--- config.mk ---
export PLATFORM = sky130hd
export DESIGN_NAME = bounded_array_table
export DESIGN_NICKNAME = d
export VERILOG_FILES = /design/src/bat_pkg.sv /design/src/bat_cell.sv /design/src/bounded_array_table.sv
export SDC_FILE = /design/constraint.sdc
export NUM_CORES = 2
export LEC_CHECK = 0
export BUFFER_PORTS_ARGS = -buffer_cell sky130_fd_sc_hd__buf_2
export CORE_MARGIN = 2
export CORE_UTILIZATION = 65
export DETAILED_ROUTE_END_ITERATION = 12
export GPL_TIMING_DRIVEN = 0
export HOLD_SLACK_MARGIN = 0.1
export MAX_ROUTING_LAYER = met4
export PLACE_DENSITY_LB_ADDON = 0.3
export SLEW_MARGIN = 20
export SYNTH_ARGS = -nofsm -noshare
export SYNTH_HDL_FRONTEND = slang
export SYNTH_SLANG_ARGS = --single-unit
--- constraint.sdc ---
create_clock -name clk -period 5.9 [get_ports clk]
set_clock_uncertainty 0.2 [all_clocks]
set_input_delay 0.885 -clock clk [delete_from_list [all_inputs] [get_ports clk]]
set_output_delay 0.885 -clock clk [all_outputs]
set_load 0.05 [all_outputs]
--- src/bat_pkg.sv ---
`timescale 1ns / 1ps

package bat_pkg;

  // Table capacity and field widths
  localparam int DEPTH   = 16;
  localparam int IDX_W   = 5;
  localparam int WORD_W  = 32;
  localparam int STAT_W  = 2;
  localparam int CMD_W   = 3;

  typedef logic signed [WORD_W-1:0] word_t;
  typedef logic [IDX_W-1:0]         idx_t;

  typedef enum logic [CMD_W-1:0] {
    CMD_INIT   = 3'd0,
    CMD_GET    = 3'd1,
    CMD_SET    = 3'd2,
    CMD_PUSH   = 3'd3,
    CMD_INSERT = 3'd4,
    CMD_FIND   = 3'd5
  } cmd_t;

  typedef enum logic [STAT_W-1:0] {
    ST_OK        = 2'd0,
    ST_BAD_INDEX = 2'd1,
    ST_FULL      = 2'd2
  } status_t;

  // Per-cell control, decoded once per accepted word
  typedef struct packed {
    logic clear;  // zero the entry
    logic wr;     // load the command value
    logic shift;  // take the left neighbor's entry
    logic live;   // entry lies below the current length
    logic sel;    // entry addressed by the index field
  } cell_ctrl_t;

endpackage

--- src/bat_cell.sv ---
`timescale 1ns / 1ps

module bat_cell (
  input  logic                clk,
  input  logic                rst_n,
  input  bat_pkg::cell_ctrl_t ctrl,
  input  bat_pkg::word_t      value_i,
  input  bat_pkg::word_t      left_i,
  input  logic                hit_i,
  output bat_pkg::word_t      entry_o,
  output bat_pkg::word_t      rd_o,
  output logic                hit_o,
  output logic                first_o
);

  bat_pkg::word_t entry_r;
  bat_pkg::word_t entry_nxt;
  logic           hit;

  // Clear wins over write, write over shift
  always_comb begin
    entry_nxt = entry_r;
    if (ctrl.clear) begin
      entry_nxt = '0;
    end else if (ctrl.wr) begin
      entry_nxt = value_i;
    end else if (ctrl.shift) begin
      entry_nxt = left_i;
    end
  end

  always_ff @(posedge clk) begin
    if (!rst_n) begin
      entry_r <= '0;
    end else begin
      entry_r <= entry_nxt;
    end
  end

  // Search: pass the match flag up the row, flag the lowest match
  assign hit     = ctrl.live && (entry_r == value_i);
  assign hit_o   = hit_i | hit;
  assign first_o = hit & ~hit_i;

  assign entry_o = entry_r;
  assign rd_o    = ctrl.sel ? entry_r : '0;

endmodule

--- src/bounded_array_table.sv ---
`timescale 1ns / 1ps
// Channel | Dir | tdata fields (lowest bit up)                           | Width
// in_     | in  | command[2:0], index[7:3], value[39:8]                  | 40
// out_    | out | status[1:0], read_value[33:2], found_index[38:34],     | 48
//         |     | length[43:39], zero fill[47:44]                        |
//
// One word is accepted per cycle while in_tready is high; its result appears in
// the output register on the next cycle. Every command finishes as it is accepted
// because each entry sits in its own cell: insert shifts all cells at once, find
// compares in all cells at once and the match flag ripples down the row of cells.
// Reset (synchronous, rst_n low) empties the table and drops any pending result.
// A stalled output holds its word; in_tready stays high while the output
// register is empty or being drained.

module bounded_array_table (
  input  logic        clk,
  input  logic        rst_n,
  input  logic        in_tvalid,
  output logic        in_tready,
  input  logic [39:0] in_tdata,   // command[2:0], index[7:3], value[39:8]
  output logic        out_tvalid,
  input  logic        out_tready,
  output logic [47:0] out_tdata   // status[1:0], read_value[33:2],
                                  // found_index[38:34], length[43:39]
);

  localparam int DEPTH = bat_pkg::DEPTH;

  // Unpack the input word
  logic [bat_pkg::CMD_W-1:0] in_command;
  bat_pkg::idx_t             in_index;
  bat_pkg::word_t            in_value;

  assign in_command = in_tdata[2:0];
  assign in_index   = in_tdata[7:3];
  assign in_value   = in_tdata[39:8];

  // Control state and output register
  bat_pkg::idx_t    len_r;
  bat_pkg::idx_t    len_nxt;
  logic             out_valid_r;
  bat_pkg::status_t status_r;
  bat_pkg::status_t status_nxt;
  bat_pkg::word_t   rd_r;
  bat_pkg::word_t   rd_nxt;
  bat_pkg::idx_t    found_r;
  bat_pkg::idx_t    found_nxt;

  logic acc;
  logic init_ok, get_ok, set_ok, push_ok, ins_ok, find_op;

  // Take a new word whenever the output register is free or draining
  assign in_tready = ~out_valid_r | out_tready;
  assign acc       = in_tvalid & in_tready;

  // Command decode with range and fullness checks
  always_comb begin
    init_ok    = 1'b0;
    get_ok     = 1'b0;
    set_ok     = 1'b0;
    push_ok    = 1'b0;
    ins_ok     = 1'b0;
    find_op    = 1'b0;
    status_nxt = bat_pkg::ST_OK;
    unique case (bat_pkg::cmd_t'(in_command))
      bat_pkg::CMD_INIT: begin
        if (in_index > bat_pkg::idx_t'(DEPTH)) begin
          status_nxt = bat_pkg::ST_BAD_INDEX;
        end else begin
          init_ok = 1'b1;
        end
      end
      bat_pkg::CMD_GET: begin
        if (in_index >= len_r) begin
          status_nxt = bat_pkg::ST_BAD_INDEX;
        end else begin
          get_ok = 1'b1;
        end
      end
      bat_pkg::CMD_SET: begin
        if (in_index >= len_r) begin
          status_nxt = bat_pkg::ST_BAD_INDEX;
        end else begin
          set_ok = 1'b1;
        end
      end
      bat_pkg::CMD_PUSH: begin
        if (len_r == bat_pkg::idx_t'(DEPTH)) begin
          status_nxt = bat_pkg::ST_FULL;
        end else begin
          push_ok = 1'b1;
        end
      end
      bat_pkg::CMD_INSERT: begin
        // range is checked before fullness
        if (in_index >= len_r) begin
          status_nxt = bat_pkg::ST_BAD_INDEX;
        end else if (len_r == bat_pkg::idx_t'(DEPTH)) begin
          status_nxt = bat_pkg::ST_FULL;
        end else begin
          ins_ok = 1'b1;
        end
      end
      bat_pkg::CMD_FIND: begin
        find_op = 1'b1;
      end
      default: begin
        // unused codes change nothing and report ok
      end
    endcase
  end

  // Row of cells
  bat_pkg::cell_ctrl_t ctrl [DEPTH];
  bat_pkg::word_t      entry [DEPTH];
  bat_pkg::word_t      rd_cell [DEPTH];
  logic [DEPTH-1:0]    hit_chain;
  logic [DEPTH-1:0]    first;

  for (genvar i = 0; i < DEPTH; i++) begin : g_cell
    bat_pkg::word_t left;
    logic           hit_in;

    if (i == 0) begin : g_head
      assign left   = '0;
      assign hit_in = 1'b0;
    end else begin : g_body
      assign left   = entry[i-1];
      assign hit_in = hit_chain[i-1];
    end

    assign ctrl[i].clear = acc & init_ok;
    assign ctrl[i].wr    = acc & ((((set_ok | ins_ok) & (in_index == bat_pkg::idx_t'(i)))) |
                                  (push_ok & (len_r == bat_pkg::idx_t'(i))));
    // insert moves every live entry at or above the index one cell up
    assign ctrl[i].shift = acc & ins_ok & (bat_pkg::idx_t'(i) > in_index) &
                           (bat_pkg::idx_t'(i) <= len_r);
    assign ctrl[i].live  = bat_pkg::idx_t'(i) < len_r;
    assign ctrl[i].sel   = in_index == bat_pkg::idx_t'(i);

    bat_cell u_cell (
      .clk     (clk),
      .rst_n   (rst_n),
      .ctrl    (ctrl[i]),
      .value_i (in_value),
      .left_i  (left),
      .hit_i   (hit_in),
      .entry_o (entry[i]),
      .rd_o    (rd_cell[i]),
      .hit_o   (hit_chain[i]),
      .first_o (first[i])
    );
  end

  // Collect the read word and the position of the lowest match
  always_comb begin
    bat_pkg::word_t rd_any;
    bat_pkg::idx_t  pos_any;
    rd_any  = '0;
    pos_any = '0;
    for (int i = 0; i < DEPTH; i++) begin
      rd_any = rd_any | rd_cell[i];
      if (first[i]) begin
        pos_any = pos_any | bat_pkg::idx_t'(i);
      end
    end
    rd_nxt    = get_ok ? rd_any : '0;
    found_nxt = '0;
    if (find_op) begin
      found_nxt = hit_chain[DEPTH-1] ? pos_any : '1;  // all ones means no match
    end
  end

  // Length after the command
  always_comb begin
    len_nxt = len_r;
    if (init_ok) begin
      len_nxt = in_index;
    end else if (push_ok | ins_ok) begin
      len_nxt = len_r + bat_pkg::idx_t'(1);
    end
  end

  always_ff @(posedge clk) begin
    if (!rst_n) begin
      len_r       <= '0;
      out_valid_r <= 1'b0;
    end else begin
      if (acc) begin
        len_r       <= len_nxt;
        out_valid_r <= 1'b1;
      end else if (out_tready) begin
        out_valid_r <= 1'b0;
      end
    end
  end

  // Result payload: hold while stalled, load on accept
  always_ff @(posedge clk) begin
    if (acc) begin
      status_r <= status_nxt;
      rd_r     <= rd_nxt;
      found_r  <= found_nxt;
    end
  end

  assign out_tvalid = out_valid_r;
  assign out_tdata  = {4'b0000, len_r, found_r, rd_r, status_r};

endmodule

==> run metrics, run 1 <==
cts repair resizes=0; CTS root buf=clkbuf_16; hold buffer count at cts=0; grt ovf=~1,500; gr usage total=0.9022; Seq cells post-synth=~560; Stop stage=5_1_grt; DP Worst Slack=0.5135 ns; Cells after Synth=slightly above 4,000; clock buffer count from CTS=just under 60; FFs w/ async S/R, synth=0; Post-CTS Setup Inserts=0; synth warn=0; post-DP HPWL=~150,000 µm; post-synth top area cell=dfxtp_1; register area share after synthesis=0.3468; row count=approximately 80; Max H-tree Level=2; Ports=between 90 and 100; top cells by area, synth=dfxtp_1, xnor2_1, nand2_1; largest net degree at the start of global routing=42; Longest Clk Path Bufs=3; main flop type after synthesis=dfxtp_1; clk sinks=roughly 560; first-pass GRT wire length=336,800 µm; Post-Syn Area=between 0.03 and 0.04 mm²; vias in the first global route=roughly 42,000; status=aborted with a tool error; Syn Area/Cell=roughly 8 µm²; Port Buf Inserts=between 50 and 60; area fraction of the dominant cell type after synthesis=0.3116; number of library cell types mapped by synthesis=roughly 70; Post-synth EDFFs=39; Die Y=around 230 µm; stop err=[ERROR GRT-0116] Global routing finished with congestion. Check the congestion regions in the DRC Viewer.; chip width=between 200 and 250 µm; Final GP Congestion=just under 2; Starting Density=0.6607
metal layers:
layer  track usage  GRT overflow
met5             -             -
met4        0.8567           313
met3        0.8462           215
met2        0.9844           706
met1        0.8867           231
through the flow:
| step | setup TNS [ns] | cell area [µm²] | instances |
|---|---|---|---|
| 4_1_cts | 0 | 36700 | 5011 |
| 3_5_place_dp | 0 | 34730 | 4902 |
| 3_3_place_gp | -40.34 | 34410 | 4884 |
| 2_1_floorplan | 0 | 33290 | 4157 |
Yosys cell counts (all sizes together), types with 9 or more instances:
cell / n
mux2i: 198
clkbuf: 351
edfxtp: 39
xor2: 211
a221oi: 81
nand3: 64
a21oi: 337
nor3: 36
nor4: 93
a32oi: 9
a22o: 79
dfxtp: 518
o21ai: 454
nand4: 103
buf: 93
nor2: 45
and3: 27
a31oi: 258
a21o: 9
xnor2: 300
inv: 19
a222oi: 32
a22oi: 78
nand2: 612
logic make-up after synthesis:
kind of cell / count (synthesis) / synth area share
AND/OR/NAND/NOR: 1048 / 0.1491
buffers and inverters: 464 / 0.05755
other: 1 / 0.0001127
multiplexers: 198 / 0.05955
XOR/XNOR: 511 / 0.1345
AO/OA/AOI/OAI: 1367 / 0.2494
adder cells (fa/ha/maj): 8 / 0.003008
flip-flops: 557 / 0.3468
==> run 2: changes to the inputs <==
Settings changed: CORE_UTILIZATION 65 to 40, HOLD_SLACK_MARGIN 0.1 to not set, MAX_ROUTING_LAYER met4 to not set, PLACE_DENSITY_LB_ADDON 0.3 to 0.15.
==> run metrics, run 2 <==
DR iter-0 viols=7,120; Total Wirelength=between 200,000 and 250,000 µm; top cells by area, synth=dfxtp_1, xnor2_1, nand2_1 (unchanged); DP Area=0.03515 mm² (was 0.03473 mm²); final instance area=around 0.038 mm²; Hold WS=0.2735 ns; achievable clock frequency=about 0.17 GHz; Fin. Hold Viols=0; residual DRC count=0; fin crit share=0.9960; Hold Startpoint=in_tvalid; Post-synth EDFFs=39 (unchanged); Avg WL per Cell=44.03 µm; top-count cell post-synth=nand2_1 (unchanged); final worst setup slack=~0.024 ns; most common cell after layout, fill and taps aside=nand2_1; CP Launch Type=primary input; DP Worst Slack=0.03813 ns (was 0.5135 ns); min Tclk post-route=5.876 ns; CTS root buf=clkbuf_16 (unchanged); layout cells sized above 1=0.07652; RSZ-0062 raised after global routing=no; power density over the cells=252.5 mW/mm²; Final Slew Violations=0; post-synth top area cell=dfxtp_1 (unchanged); Die Y=292.5 µm (was 230.3 µm); reg2reg start=len_r[1]$_SDFFE_PN0P_; main flop type after synthesis=dfxtp_1 (unchanged); initial antenna violation count=16; critical path arrival=about 6 ns; flop2flop setup slack=roughly 0.20 ns; Area Growth Syn to Fin=12.79%; Post-DRT Antenna Nets=0; chip width=292.5 µm (was 230.3 µm); Crit. Startpoint=in_tdata[7]; vias per std cell=~7.0; CP Capture Point=rd_r[13]$_SDFFCE_PN0P_; synth warn=0 (unchanged); gr usage total=0.5445; Seq cells post-synth=557 (unchanged); Crit Reg-Reg Endpoint=rd_r[1]$_SDFFCE_PN0P_; CP max FO=10; Final GP Congestion=1.187 (was 1.954); Placeable Area=just over 0.08 mm²; row count=105 (was 82); largest net degree at the start of global routing=24; Starting Density=0.4047 (was 0.6607); max FFs per register=~500; WS Path Type=in -> reg; most frequent cells in the layout=nand2_1, dfxtp_1, o21ai_0; post-DP HPWL=197,000 µm (was 149,700 µm); Max H-tree Level=3 (was 2); Port Buf Inserts=55 (unchanged); register area share after synthesis=0.3468 (unchanged); Post-synth top cells=nand2_1, dfxtp_1, o21ai_0, clkbuf_1, a21oi_1 (unchanged); slew margin rel.=0.04908; Critical Path End Type=flop; max-cap violations=0; FILL cells=around 8,400; clk slew on worst S/H paths=0.06 ns; Cells after Synth=4,154 (unchanged); R2R depth=12; vias in the first global route=around 35,000; Post-CTS Setup Inserts=0 (unchanged); Clock Latency Late Sink=between 0.6 and 0.7 ns; area fraction of the dominant cell type after synthesis=0.3116 (unchanged); clock buffer count from CTS=69 (was 59); CTS tree=done; status=complete, no violations (was aborted with a tool error); clk sinks=557 (unchanged); Via Count=approximately 38,000; worst slew pin tran=approximately 1.4 ns; worst hold path type=in -> reg; Longest Clk Path Bufs=3 (unchanged); FFs w/ async S/R, synth=0 (unchanged); cts repair resizes=0 (unchanged); Nets=4,352; grt ovf=0; Syn Area/Cell=8.012 µm² (unchanged); leak pwr=around 0.012 µW; die area=approximately 0.086 mm²; first-pass GRT wire length=311,500 µm; CP Data Required Time=6.11 ns; Post-Syn Area=0.03328 mm² (unchanged); Final Setup Violations=0; Initial DRT Pass Iterations=12; maximum VDD drop=between 200 and 250 µV; number of library cell types mapped by synthesis=69 (unchanged); hold buffer count at cts=0 (unchanged); Ports=94 (unchanged)
==> run 2: cell counts after synthesis <==
Identical to the previous run, type by type.
==> run 2: worst min path at each step <==
stage	depth (start not counted)	slack, ns	to
6_report	3	0.27	out_tvalid$_SDFFE_PN0P_
5_1_grt	3	0.31	out_tvalid$_SDFFE_PN0P_
4_1_cts	3	0.26	out_tvalid$_SDFFE_PN0P_
3_5_place_dp	2	0.29	g_cell[7].u_cell.entry_o[3]$_SDFFE_PP0P_
3_3_place_gp	2	0.29	g_cell[15].u_cell.entry_o[17]$_SDFFE_PP0P_
2_1_floorplan	2	0.27	g_cell[7].u_cell.entry_o[26]$_SDFFE_PP0P_
==> run 2: cells by family after synthesis <==
logic type | synth area share
mux | 0.05955
flops | 0.3468
buf+inv | 0.05755
simple gates | 0.1491
xor+xnor | 0.1345
fa+ha+maj | 0.003008
compound gates | 0.2494
other cells | 0.0001127
==> run 2: layout make-up <==
type | count | area, µm² | area share
Multi-Input combinational cell | 3136 | 19960 | 0.5317
Clock buffer | 92 | 1954 | 0.05206
Buffer | 444 | 1871 | 0.04983
Inverter | 20 | 77.57 | 0.002066
Antenna cell | 20 | 50.05 | 0.001333
Clock inverter | 31 | 317.8 | 0.008466
Timing Repair Buffer | 72 | 431.7 | 0.01150
Tap cell | 1070 | 1339 | 0.03566
Sequential cell | 557 | 11540 | 0.3074
==> run 2: power breakdown <==
part / total (µW) / internal, µW / switching (µW)
sequential: 3860 / 3830 / 34.9
combinational: 1190 / 231 / 954
clock: 4430 / 2450 / 1980
total: 9480 / 6510 / 2970
==> run 2: worst max-delay path: stages <==
cell,delay [ns]
buf_2,0.13
clkbuf_1,0.28
nor2_1,0.57
nand2_1,0.34
or2_2,0.35
clkbuf_1,0.48
nor2_1,0.42
clkbuf_1,0.90
clkbuf_1,1.04
a222oi_1,0.18
a31oi_1,0.48
==> run 2: stage by stage <==
stage               cells    util  total power (µW)  TNS (ns)
global route         5423  0.4559              9531         0
CTS                  5420  0.4551              9329         0
global placement     5282  0.4245              5017    -79.68
finish               5442  0.4565              9478         0
floorplan            4157       -              4477         0
detailed placement   5297  0.4274              5020         0
==> run 2: layer usage <==
metal | track usage | up-vias | share of wire
met1 | 0.6385 | 18220 | 0.35
met2 | 0.7267 | 3583 | 0.38
met4 | 0.4896 | 20 | 0.11
met5 | 0.02212 | - | 0.0022
li1 | - | 15470 | -
met3 | 0.2584 | 946 | 0.15
Note: power is estimated with default switching activity, not from simulation.
